<file path="src/hw/rtl/sensor_frame_crc_check_decode_unit_assert.svh">
// assertion macros for the sensor frame decoder
`ifndef SENSOR_FRAME_CRC_CHECK_DECODE_UNIT_ASSERT_SVH
`define SENSOR_FRAME_CRC_CHECK_DECODE_UNIT_ASSERT_SVH

`ifndef ASSERT_OFF

`define SFCD_ASSERT(lbl, prop) \
  lbl: assert property (@(posedge clk_i) disable iff (!rst_ni) prop) \
    else $error("sfcd assertion failed");

`define SFCD_ASSERT_ALWAYS(lbl, prop) \
  lbl: assert property (@(posedge clk_i) prop) \
    else $error("sfcd assertion failed");

`else

`define SFCD_ASSERT(lbl, prop)

`define SFCD_ASSERT_ALWAYS(lbl, prop)

`endif

`endif

</file>
<file path="src/hw/rtl/sfcd_pkg.sv">
package sfcd_pkg;

  localparam logic [3:0]  CRC_SPAN_BYTES = 4'd6;
  localparam logic [15:0] CRC_INIT       = 16'hFFFF;
  localparam logic [15:0] CRC_POLY       = 16'hA001;

  localparam logic [2:0] POS_FIRST    = 3'd0;
  localparam logic [2:0] POS_HUM_HI   = 3'd2;
  localparam logic [2:0] POS_HUM_LO   = 3'd3;
  localparam logic [2:0] POS_TEMP_HI  = 3'd4;
  localparam logic [2:0] POS_TEMP_LO  = 3'd5;
  localparam logic [2:0] POS_CRC_LOW  = 3'd6;
  localparam logic [2:0] POS_LAST     = 3'd7;

  typedef struct packed {
    logic [7:0] data_byte;
    logic       frame_start;
  } sfcd_in_t;

  typedef struct packed {
    logic               crc_ok;
    logic [15:0]        humidity_tenths;
    logic signed [15:0] temperature_tenths;
  } sfcd_out_t;

endpackage

</file>
<file path="src/hw/rtl/sfcd_crc16_byte.sv">
module sfcd_crc16_byte (
  input  logic [15:0] crc_i,
  input  logic [7:0]  byte_i,
  output logic [15:0] crc_o
);
  import sfcd_pkg::*;

  // reflected crc, one byte, eight bit steps
  always_comb begin
    logic [15:0] c;
    c = crc_i ^ {8'h00, byte_i};
    for (int k = 0; k < 8; k++) begin
      if (c[0]) begin
        c = (c >> 1) ^ CRC_POLY;
      end else begin
        c = c >> 1;
      end
    end
    crc_o = c;
  end

endmodule

</file>
<file path="src/hw/rtl/sfcd_frame.sv">
module sfcd_frame (
  input  logic               clk_i,
  input  logic               rst_ni,
  input  logic               advance_i,
  input  sfcd_pkg::sfcd_in_t item_i,
  output logic               last_o,
  output sfcd_pkg::sfcd_out_t result_o
);
  import sfcd_pkg::*;

  logic [15:0] crc_q, crc_d;
  logic [2:0]  pos_q, pos_d;
  logic [31:0] payload_q, payload_d;
  logic [7:0]  crc_low_q, crc_low_d;

  logic [2:0]  pos;
  logic [15:0] crc_base;
  logic [15:0] crc_fed;
  logic [15:0] crc_now;
  logic [15:0] received;
  logic        ok;
  logic [15:0] mag;
  logic [15:0] temp;

  assign pos      = item_i.frame_start ? POS_FIRST : pos_q;
  assign crc_base = item_i.frame_start ? CRC_INIT : crc_q;

  sfcd_crc16_byte u_crc (
    .crc_i  (crc_base),
    .byte_i (item_i.data_byte),
    .crc_o  (crc_fed)
  );

  assign crc_now = ({1'b0, pos} < CRC_SPAN_BYTES) ? crc_fed : crc_base;
  assign last_o  = (pos == POS_LAST);

  always_comb begin
    payload_d = payload_q;
    case (pos)
      POS_HUM_HI:  payload_d[31:24] = item_i.data_byte;
      POS_HUM_LO:  payload_d[23:16] = item_i.data_byte;
      POS_TEMP_HI: payload_d[15:8]  = item_i.data_byte;
      POS_TEMP_LO: payload_d[7:0]   = item_i.data_byte;
      default:     payload_d = payload_q;
    endcase
  end

  assign crc_low_d = (pos == POS_CRC_LOW) ? item_i.data_byte : crc_low_q;

  always_comb begin
    if (last_o) begin
      pos_d = POS_FIRST;
      crc_d = CRC_INIT;
    end else begin
      pos_d = pos + 3'd1;
      crc_d = crc_now;
    end
  end

  // sign-magnitude to two's complement
  assign received = {item_i.data_byte, crc_low_q};
  assign ok       = (received == crc_now);
  assign mag      = {1'b0, payload_q[14:0]};
  assign temp     = payload_q[15] ? (16'd0 - mag) : mag;

  always_comb begin
    result_o.crc_ok             = ok;
    result_o.humidity_tenths    = ok ? payload_q[31:16] : 16'd0;
    result_o.temperature_tenths = ok ? $signed(temp) : 16'sd0;
  end

  always_ff @(posedge clk_i or negedge rst_ni) begin
    if (!rst_ni) begin
      crc_q     <= CRC_INIT;
      pos_q     <= POS_FIRST;
      payload_q <= 32'd0;
      crc_low_q <= 8'd0;
    end else if (advance_i) begin
      crc_q     <= crc_d;
      pos_q     <= pos_d;
      payload_q <= payload_d;
      crc_low_q <= crc_low_d;
    end
  end

endmodule

</file>
<file path="src/hw/rtl/sensor_frame_crc_check_decode_unit.sv">
// a result is captured in the result register when the last frame byte leaves the input register
// throughput: one byte per cycle; a stalled result holds only the bytes that end a frame
// the input register and the result register each hold one item
// reset: asynchronous, active low; frame position 0 and crc 0xffff, no result pending
`include "sensor_frame_crc_check_decode_unit_assert.svh"

module sensor_frame_crc_check_decode_unit (
  input  logic                clk_i,
  input  logic                rst_ni,
  input  logic                in_valid_i,
  output logic                in_stall_o,
  input  sfcd_pkg::sfcd_in_t  in_data_i,
  output logic                out_valid_o,
  input  logic                out_stall_i,
  output sfcd_pkg::sfcd_out_t out_data_o
);
  import sfcd_pkg::*;

  logic      s1_valid_q, s1_valid_d;
  sfcd_in_t  s1_q;
  logic      out_valid_q, out_valid_d;
  sfcd_out_t out_q;

  logic      out_free;
  logic      s1_move;
  logic      in_xfer;
  logic      last;
  sfcd_out_t result;
  logic      result_zero;

  sfcd_frame u_frame (
    .clk_i     (clk_i),
    .rst_ni    (rst_ni),
    .advance_i (s1_move),
    .item_i    (s1_q),
    .last_o    (last),
    .result_o  (result)
  );

  assign out_free   = !out_valid_q || !out_stall_i;
  assign s1_move    = s1_valid_q && (!last || out_free);
  assign in_stall_o = s1_valid_q && !s1_move;
  assign in_xfer    = in_valid_i && !in_stall_o;

  assign s1_valid_d  = in_xfer ? 1'b1 : (s1_move ? 1'b0 : s1_valid_q);
  assign out_valid_d = (s1_move && last) ? 1'b1 : (out_stall_i ? out_valid_q : 1'b0);

  always_ff @(posedge clk_i or negedge rst_ni) begin
    if (!rst_ni) begin
      s1_valid_q  <= 1'b0;
      out_valid_q <= 1'b0;
    end else begin
      s1_valid_q  <= s1_valid_d;
      out_valid_q <= out_valid_d;
    end
  end

  always_ff @(posedge clk_i) begin
    if (in_xfer) begin
      s1_q <= in_data_i;
    end
    if (s1_move && last) begin
      out_q <= result;
    end
  end

  assign out_valid_o = out_valid_q;
  assign out_data_o  = out_q;

  assign result_zero = (out_data_o.humidity_tenths == 16'd0) &&
                       (out_data_o.temperature_tenths == 16'sd0);

  `SFCD_ASSERT(a_stall_needs_item, in_stall_o |-> s1_valid_q)
  `SFCD_ASSERT(a_stall_only_on_last, in_stall_o |-> (last && out_valid_q && out_stall_i))
  `SFCD_ASSERT(a_held_item_stays, (s1_valid_q && !s1_move) |=> (s1_valid_q && $stable(s1_q)))
  `SFCD_ASSERT(a_bad_crc_zero, (out_valid_o && !out_data_o.crc_ok) |-> result_zero)
  `SFCD_ASSERT_ALWAYS(a_reset_idle, !rst_ni |=> (!out_valid_o && !in_stall_o))

endmodule
</file>
<file path="config.mk">
export PLATFORM = sky130hd
export DESIGN_NAME = sensor_frame_crc_check_decode_unit
export DESIGN_NICKNAME = d
export VERILOG_FILES = /design/src/hw/rtl/sfcd_pkg.sv /design/src/hw/rtl/sfcd_crc16_byte.sv /design/src/hw/rtl/sfcd_frame.sv /design/src/hw/rtl/sensor_frame_crc_check_decode_unit.sv
export VERILOG_INCLUDE_DIRS = /design/src /design/src/hw/rtl
export SDC_FILE = /design/constraint.sdc
export NUM_CORES = 1
export LEC_CHECK = 0
export ABC_AREA = 1
export BUFFER_PORTS_ARGS = -buffer_cell sky130_fd_sc_hd__buf_4
export CORE_AREA = 2 2 150 79
export DETAILED_ROUTE_END_ITERATION = 12
export DIE_AREA = 0 0 152 81
export PLACE_DENSITY = 0.67
export REMOVE_ABC_BUFFERS = 1
export SYNTH_ARGS = -nofsm -noshare
export SYNTH_HDL_FRONTEND = slang
export SYNTH_SLANG_ARGS = --single-unit
</file>
<file path="constraint.sdc">
create_clock -name clk_i -period 4.98 [get_ports clk_i]
set_input_delay 0.498 -clock clk_i [delete_from_list [all_inputs] [get_ports clk_i]]
set_output_delay 0.498 -clock clk_i [all_outputs]
set_load 0.01 [all_outputs]
</file>
# Word-level counts from Yosys, hierarchy flattened
# Index checks and enable logic that the tools add are counted.
# totals
register_bits,103
input_bits,13
output_inout_bits,35
# classes
add_sub_neg,2
magnitude_cmp,1
n_eq_ne,8
n_mux,18
reduce_logical,18
bitwise_logic,9
# ops
op,n
$mux 16,11
$not 2->3,8
$eq 16x16->1,1
$sub 1x15->16 const A,1
$xor 16x8->16,1
$mux 15,1
$eq 3x3->1 const B,4
$reduce_and 2->1,6
$eq 3x2->1 const B,2
$mux 3,2
$logic_not 1->1,5
$logic_and 1x1->1,4
$mux 1,4
$add 3x1->3 const B,1
$lt 3x3->1 const B,1
$logic_or 1x1->1,2
$ne 2x1->1 const B,1
$reduce_bool 2->1,1

# Longest topological paths before layout
# Gate-level depths: netlist (run 1).
# depth
ltp_word,21
depth_mapped,21
depth_no_buf,19

# Cells and area by module
# From an unflattened synthesis (run 1), not the netlist that was laid out.
# unflattened
hier_cells,609
area_unflattened_um2,5406.4
# by_module_without_submodules
mod,area_per_inst_um2,cells_each,instances
sfcd_frame,3593.4,488,1
sensor_frame_crc_check_decode_unit,1367.6,56,1
sfcd_crc16_byte,445.4,65,1

# Worst setup path after synthesis (run 1)
# OpenSTA, ideal clock, no wires.
# synth_timing
path_type,reg2reg
startpoint,reg s1_q[0] (netlist name)
endpoint,"reg out_q, in the netlist out_data_o[0] (enable)"
slack_ns,2.297
setup_ns,0.388
path_stages_with_launch,11
period_less_slack_ns,2.683
arrival_ns,2.295
cell_sequence,edfxtp_1 buf_6 buf_12 nor2_1 ha_1 ha_1 nand3_1 nand2_1 inv_1 nand2_1 inv_1
# synth_via
elab_chain_len,6
# synth_rtl
item,line_no,rtl
start: declaration,sensor_frame_crc_check_decode_unit.sv:20,sfcd_in_t s1_q;
start signal: assignment,sensor_frame_crc_check_decode_unit.sv:60,s1_q <= in_data_i;
$mux 3 *,sfcd_frame.sv:25,assign pos = item_i.frame_start ? POS_FIRST : pos_q;
$eq 3x3->1 *,sfcd_frame.sv:35,assign last_o = (pos == POS_LAST);
$logic_not 1->1,sensor_frame_crc_check_decode_unit.sv:41,assign s1_move = s1_valid_q && (!last || out_free);
$logic_or 1x1->1,sensor_frame_crc_check_decode_unit.sv:41,
$logic_and 1x1->1,sensor_frame_crc_check_decode_unit.sv:41,
$logic_and 1x1->1 *,sensor_frame_crc_check_decode_unit.sv:62,if (s1_move && last) begin
end signal: assignment,sensor_frame_crc_check_decode_unit.sv:63,out_q <= result;
end: declaration,sensor_frame_crc_check_decode_unit.sv:22,sfcd_out_t out_q;
# Mark *: on every way between the ends. The rest lies on a longest branch, timed or not.
# A chain may end at the register's enable or synchronous reset.

# Worst setup path after layout (run 1)
# layout_timing
startpoint,reg s1_q[0] (netlist name)
endpoint,reg u_frame.payload_q[26]
# layout_via
elab_chain_len,6
# layout_rtl
item,line_no,rtl
$mux 3 *,sfcd_frame.sv:25,
$eq 3x3->1,sfcd_frame.sv:35,
$logic_not 1->1,sensor_frame_crc_check_decode_unit.sv:41,
$logic_or 1x1->1,sensor_frame_crc_check_decode_unit.sv:41,
$logic_and 1x1->1,sensor_frame_crc_check_decode_unit.sv:41,
$reduce_and 2->1 (no line) *,-,
end signal: assignment,sfcd_frame.sv:81,payload_q <= payload_d;
end: declaration,sfcd_frame.sv:13,"logic [31:0] payload_q, payload_d;"
# Marks and branches as above.

==> flow_summary.toml, run 1 <==
[status]
status = "completed"

[floorplan]
pin_count = 48
fp.dieH_um = 81
fp-row-count = 28
core_area_um2 = 11250
initial_core_util_pct = 47.40
fp.dieW_um = 152
fp.dieArea_um2 = 12310

[clocking]
cts_buffers = 9
cts.hold.buffers_added = 0
clkSinkCount = 103
clkTransAtPathRegs_ns = 0.08
cts-root-buf = "clkbuf_16"
cts_buffer_depth = 2
cts_resized = 0
cts_setup_buffers = 0
clock_latency_ns = 0.35
tritoncts = "done"
htreeDepth = 3

[final_layout]
num_antenna_cells = 0
drive_gt1_share_pct = 17.85
area_growth_pct = 13.80
final_cell_mix = "187 x nand2_1, 82 x inv_1, 62 x nor2_1"
fin_nets = 693
final_cells = 828
final_common_cell = "nand2_1"
post-route-util_pct = 53.94

[synthesis]
synth_warnings = 0
seq_area_frac_synth_pct = 52.68
synth_edf_count = 42
synth_cells = 632
synth-seq-cells = 103
ys_async_sr_fraction_pct = 59.22
synth.avg_cell_area_um2 = 8.434
netlist_area_um2 = 5330
synth_ff_type = "dfrtp_1"
ys_types = 36

[sta]
slew_viol_final = 0
finClkSkew_ns = 0.006059
period_share_pct = 78.31
relSlewSlack_pct = 25.93
finalCriticalPeriod_ns = 3.900
max_freq_mhz = 256.4
finalSetupViolCount = 0
rsz0062_at_grt = "no"
finalHoldViolCount = 0
tightest_slew_ns = 1.111
finalSetupTns_ns = 0

[critical_path]
r2r_start = "s1_q[0]"
reg2reg_depth = 9
path_class = "register to register"
endpoint_kind = "register"
r2r-end = "u_frame.payload_q[26]"
critPathLaunchType = "register"
worstPathArrival_ns = 4.10
critPathRequiredTime_ns = 5.18
r2r_setup_slack_ns = 1.08
critPathMaxFanout = 19

[global_routing]
antenna_found_initial = 0
grt_max_degree = 62
grt-ovfl-total = 0
grt.total_usage_pct = 22.19
grt_pass1_wl_um = 21090
grt_pass1_vias = 4080

[flow_run]
max_cap_viol_count = 0

[drt]
drt_iter0_markers = 490
drcViolationCount = 0
ant_nets = 0
viasPerCell = 5.271
wire_per_inst_um = 15.55
drt-pass1-iter-count = 5
vias = 4364
wl_um = 12880

[power]
switchingPower_w = 0.0009458
combPwrFrac_pct = 26.1
ir_worst_vdd_mv = 0.2034
leakage_nw = 2.904
p_int_w = 0.001708
power_frac_clock_pct = 28.1
sw_frac_of_total_pct = 35.64
seq_power_share_pct = 45.8
power_density_nw_per_um2 = 437.5

[place]
dp_hpwl_um = 9145
gp_congestion = 0.8755
dp.cells = 812
port_buffers = 47

[hold_path]
min_path_type = "input pin to async pin"
synthesized netlist by cell type (all sizes together), types with 3 or more instances:
| cell type | n | share of area (%) |
|---|---|---|
| a31oi | 6 | 0.70 |
| clkbuf | 9 | 0.66 |
| nor3 | 3 | 0.28 |
| dfrtp | 45 | 21 |
| xor2 | 16 | 2.6 |
| nand2 | 193 | 14 |
| o21ai | 52 | 5.0 |
| inv | 84 | 6.1 |
| buf | 10 | 1.9 |
| a22oi | 6 | 0.85 |
| nor2 | 88 | 7.8 |
| edfxtp | 42 | 24 |
| nand4 | 4 | 0.47 |
| nand3 | 38 | 4.1 |
| dfstp | 16 | 7.9 |
| a21oi | 7 | 0.66 |
| ha | 7 | 1.6 |
cells by family after synthesis:
kind of cell,synth area share [%]
AOI/OAI and AO/OA,7.817
adders and majority gates,1.643
DFF,52.68
and+or+nand+nor,26.60
buffers and inverters,8.638
xor gates and xnor gates,2.629
metal layers:
layer / up-vias / GRT usage [%] / share of wire (%)
met5: - / 0 / 0
met4: 0 / 5.140 / 1.1
li1: 2083 / - / -
met2: 196 / 32.34 / 41
met1: 2075 / 33.62 / 49
met3: 10 / 5.176 / 8.9
power by group through the flow:
stage / Clock (W) / Combinational, W / Sequential [W]
after floorplan: 0 / 0.000525 / 0.00118
after detailed placement: 0 / 0.000675 / 0.00123
after global routing: 0.000794 / 0.000794 / 0.00123
after CTS: 0.000753 / 0.000684 / 0.00121
after global placement: 0 / 0.000655 / 0.00122
final: 0.000746 / 0.000692 / 0.00122
area by class of cell:
class | count | area (um^2)
clock buffer | 9 | 225.2
timing repair buffer | 49 | 367.9
fill | 1015 | 5180
multi-input combinational | 425 | 2062
tap | 150 | 187.7
inverter | 85 | 326.6
sequential | 103 | 2808
clock inverter | 7 | 88.84
worst max-delay path by stage:
stage / from / end / depth (start not counted)
floorplan: s1_q[0] / out_data_o[0] / 8
global placement: s1_q[0] / u_frame.payload_q[24] / 9
detailed placement: s1_q[0] / u_frame.payload_q[26] / 9
CTS: s1_q[0] / u_frame.payload_q[26] / 9
global route: s1_q[0] / u_frame.payload_q[28] / 9
finish: s1_q[0] / u_frame.payload_q[26] / 9
critical path, cell delays in order (launching register included):
cell and delay [ns]:
edfxtp_1 1.08, nor2_1 0.23, ha_1 0.29, ha_1 0.22, nand3_1 0.11, nand2_1 0.44, inv_1 0.41, nand2_1 0.12
nor2_1 0.63, o21ai_0 0.21
state kept, by name, indices dropped and copies added, names as in the netlist:
register           cells
out_data_o            33
out_valid_o            1
s1_q                   9
s1_valid_q             1
u_frame.crc_low_q      8
u_frame.crc_q         16
u_frame.payload_q     32
u_frame.pos_q          3
stage by stage:
step | total power, W | instance area, um^2 | hold slack (ns) | worst slack, ns
after floorplan | 0.001707 | 5196 | 0.2024 | 1.764
after global placement | 0.001875 | 5752 | 0.4696 | 1.340
after detailed placement | 0.001902 | 5752 | 0.4779 | 1.141
after CTS | 0.002649 | 6066 | 0.2667 | 1.113
after global routing | 0.002822 | 6066 | 0.2967 | 0.6411
final | 0.002654 | 6066 | 0.2319 | 1.080
Power figures use the tool's default switching activity.
==> run 2, diff against run 1 <==
- clock period: 4.98 -> 3.8 ns (I/O delays scaled with it)
==> run 2 against run 1 <==
Compared with the run above: power increased by 28%; highest routed layer unchanged; largest cell class unchanged; die area is the same; first-iteration DRC count down 33%; flip-flop and latch count did not move; fmax grew 28%.
==> flow_summary.toml, run 2 (synthesis results as in run 1) <==
[global_routing]
grt-ovfl-total = 0
grt_util_met3_pct = 6.190
grt_pass1_wl_um = 20980
use_met1_pct = 34.99
grtUsageMet2_pct = 29.41
grt.total_usage_pct = 22.11
antenna_found_initial = 0
grt_pass1_vias = 3962
grt_busiest_layer = "met1"
grt_max_degree = 62

[status]
status = "completed"

[place]
dp_hpwl_um = 9248
dp.cells = 819
gp_congestion = 0.9560
port_buffers = 47
pre_cts_ws_ns = 0.8230

[sta]
finalCriticalPeriod_ns = 3.037
fin_ws_ns = 0.7634
max_freq_mhz = 329.3
finClkSkew_ns = 0.009723
finalSetupViolCount = 0
finalHoldViolCount = 0
relSlewSlack_pct = 42.09
finalSetupTns_ns = 0
period_share_pct = 79.91
rsz0062_at_grt = "no"
tightest_slew_ns = 0.8655
slew_viol_final = 0

[clocking]
cts-root-buf = "clkbuf_16"
clock_latency_ns = 0.35
tritoncts = "done"
htreeDepth = 3
cts_buffer_depth = 2
cts_buffers = 9
cts.hold.buffers_added = 0
clkTransAtPathRegs_ns = 0.08
cts_resized = 0
cts_setup_buffers = 0
clkSinkCount = 103

[power]
power_density_nw_per_um2 = 556.1
switchingPower_w = 0.001213
sw_frac_of_total_pct = 35.74
ir_worst_vdd_mv = 0.2530
leakage_nw = 2.934
seq_power_share_pct = 46.7
power_frac_clock_pct = 27.0
p_int_w = 0.002180
combPwrFrac_pct = 26.3
power.total_w = 0.003393

[final_layout]
num_antenna_cells = 0
final_cells = 835
fin_nets = 700
area_growth_pct = 14.46
final_common_cell = "nand2_1"
drive_gt1_share_pct = 18.69
final_cell_mix = "187 x nand2_1, 82 x inv_1, 62 x nor2_1"
largest_reg_flops = 33

[floorplan]
fp-row-count = 28
fp.dieH_um = 81
fp.dieW_um = 152
fp.dieArea_um2 = 12310
core_area_um2 = 11250
initial_core_util_pct = 47.40
pin_count = 48

[drt]
wire_per_inst_um = 15.23
ant_nets = 0
drt_iter0_markers = 327
drt-pass1-iter-count = 5
drcViolationCount = 0
viasPerCell = 5.126
wl_um = 12720
vias = 4280

[flow_run]
max_cap_viol_count = 0

[critical_path]
critPathMaxFanout = 33
critPathRequiredTime_ns = 3.90
path_class = "register to register"
endpoint_kind = "register"
worstPathArrival_ns = 3.13
critPathLaunchType = "register"

[hold_path]
min_path_type = "input pin to async pin"
## run 2: changes by cell type in the layout (fill, tap and decap cells not counted), sizes merged
cell | previous run | this run
inv | 87 | 88
clkinvlp | 1 | 0
buf | 49 | 56
clkinv | 3 | 4
bufinv | 1 | 0
## run 2: metrics by stage
step | area (um^2) | utilization (%) | hold WS [ns]
floorplan | 5196 | - | 0.08441
global placement | 5804 | 51.61 | 0.4698
detailed placement | 5804 | 51.61 | 0.4736
CTS | 6101 | 54.25 | 0.1452
global route | 6101 | 54.25 | 0.1784
finish | 6101 | 54.25 | 0.1138
## run 2: final cells by class
cell class	instances	area (um^2)
timing repair buffer	56	420.4
inverter	85	326.6
fill	991	5145
sequential	103	2808
tap	150	187.7
clock buffer	9	225.2
clock inverter	7	71.32
multi-input combinational	425	2062
## run 2: per-layer routing
| layer | wire [um] | part of all wire, % | vias up |
|---|---|---|---|
| met2 | 4842 | 38 | 181 |
| li1 | - | - | 2104 |
| met3 | 1173 | 9.2 | 13 |
| met4 | 133 | 1.0 | 0 |
| met5 | 0 | 0 | - |
| met1 | 6568 | 52 | 1982 |
## run 2: worst paths after layout
path | end | slack [ns] | depth (start not counted) | from
min | u_frame.payload_q[22] | 0.11 | 1 | rst_ni
max | out_data_o[31] | 0.76 | 16 | s1_q[0]
max reg2reg | out_data_o[31] | 0.76 | 16 | s1_q[0]
min in group clk_i | s1_q[1] | 0.19 | 1 | in_data_i[1]
min reg2reg | u_frame.payload_q[16] | 0.49 | 2 | u_frame.payload_q[16]
max in group asynchronous | u_frame.payload_q[3] | 3.16 | 1 | rst_ni
## run 2: power by group through the flow
stage                     Combinational [W]  Sequential (W)  Clock [W]
after global placement             0.000854         0.00160          0
final                              0.000893         0.00158   0.000915
after floorplan                    0.000688         0.00155          0
after global routing                0.00104         0.00161   0.000986
after detailed placement           0.000883         0.00160          0
after CTS                          0.000888         0.00158   0.000936
## run 2: worst max-delay path, stage by stage, from the launching register on
cell and delay [ns]:
edfxtp_1 0.57, buf_4 0.29, nor2_1 0.17, nor2_1 0.06
nor2_1 0.24, nand2_1 0.14, nand3_1 0.09, nand2_1 0.08
nand2_1 0.09, nand3_1 0.12, nand4_1 0.15, nand2_1 0.09
nand2_1 0.06, nand2_1 0.06, nand2_2 0.06, buf_4 0.40
nor2_1 0.09
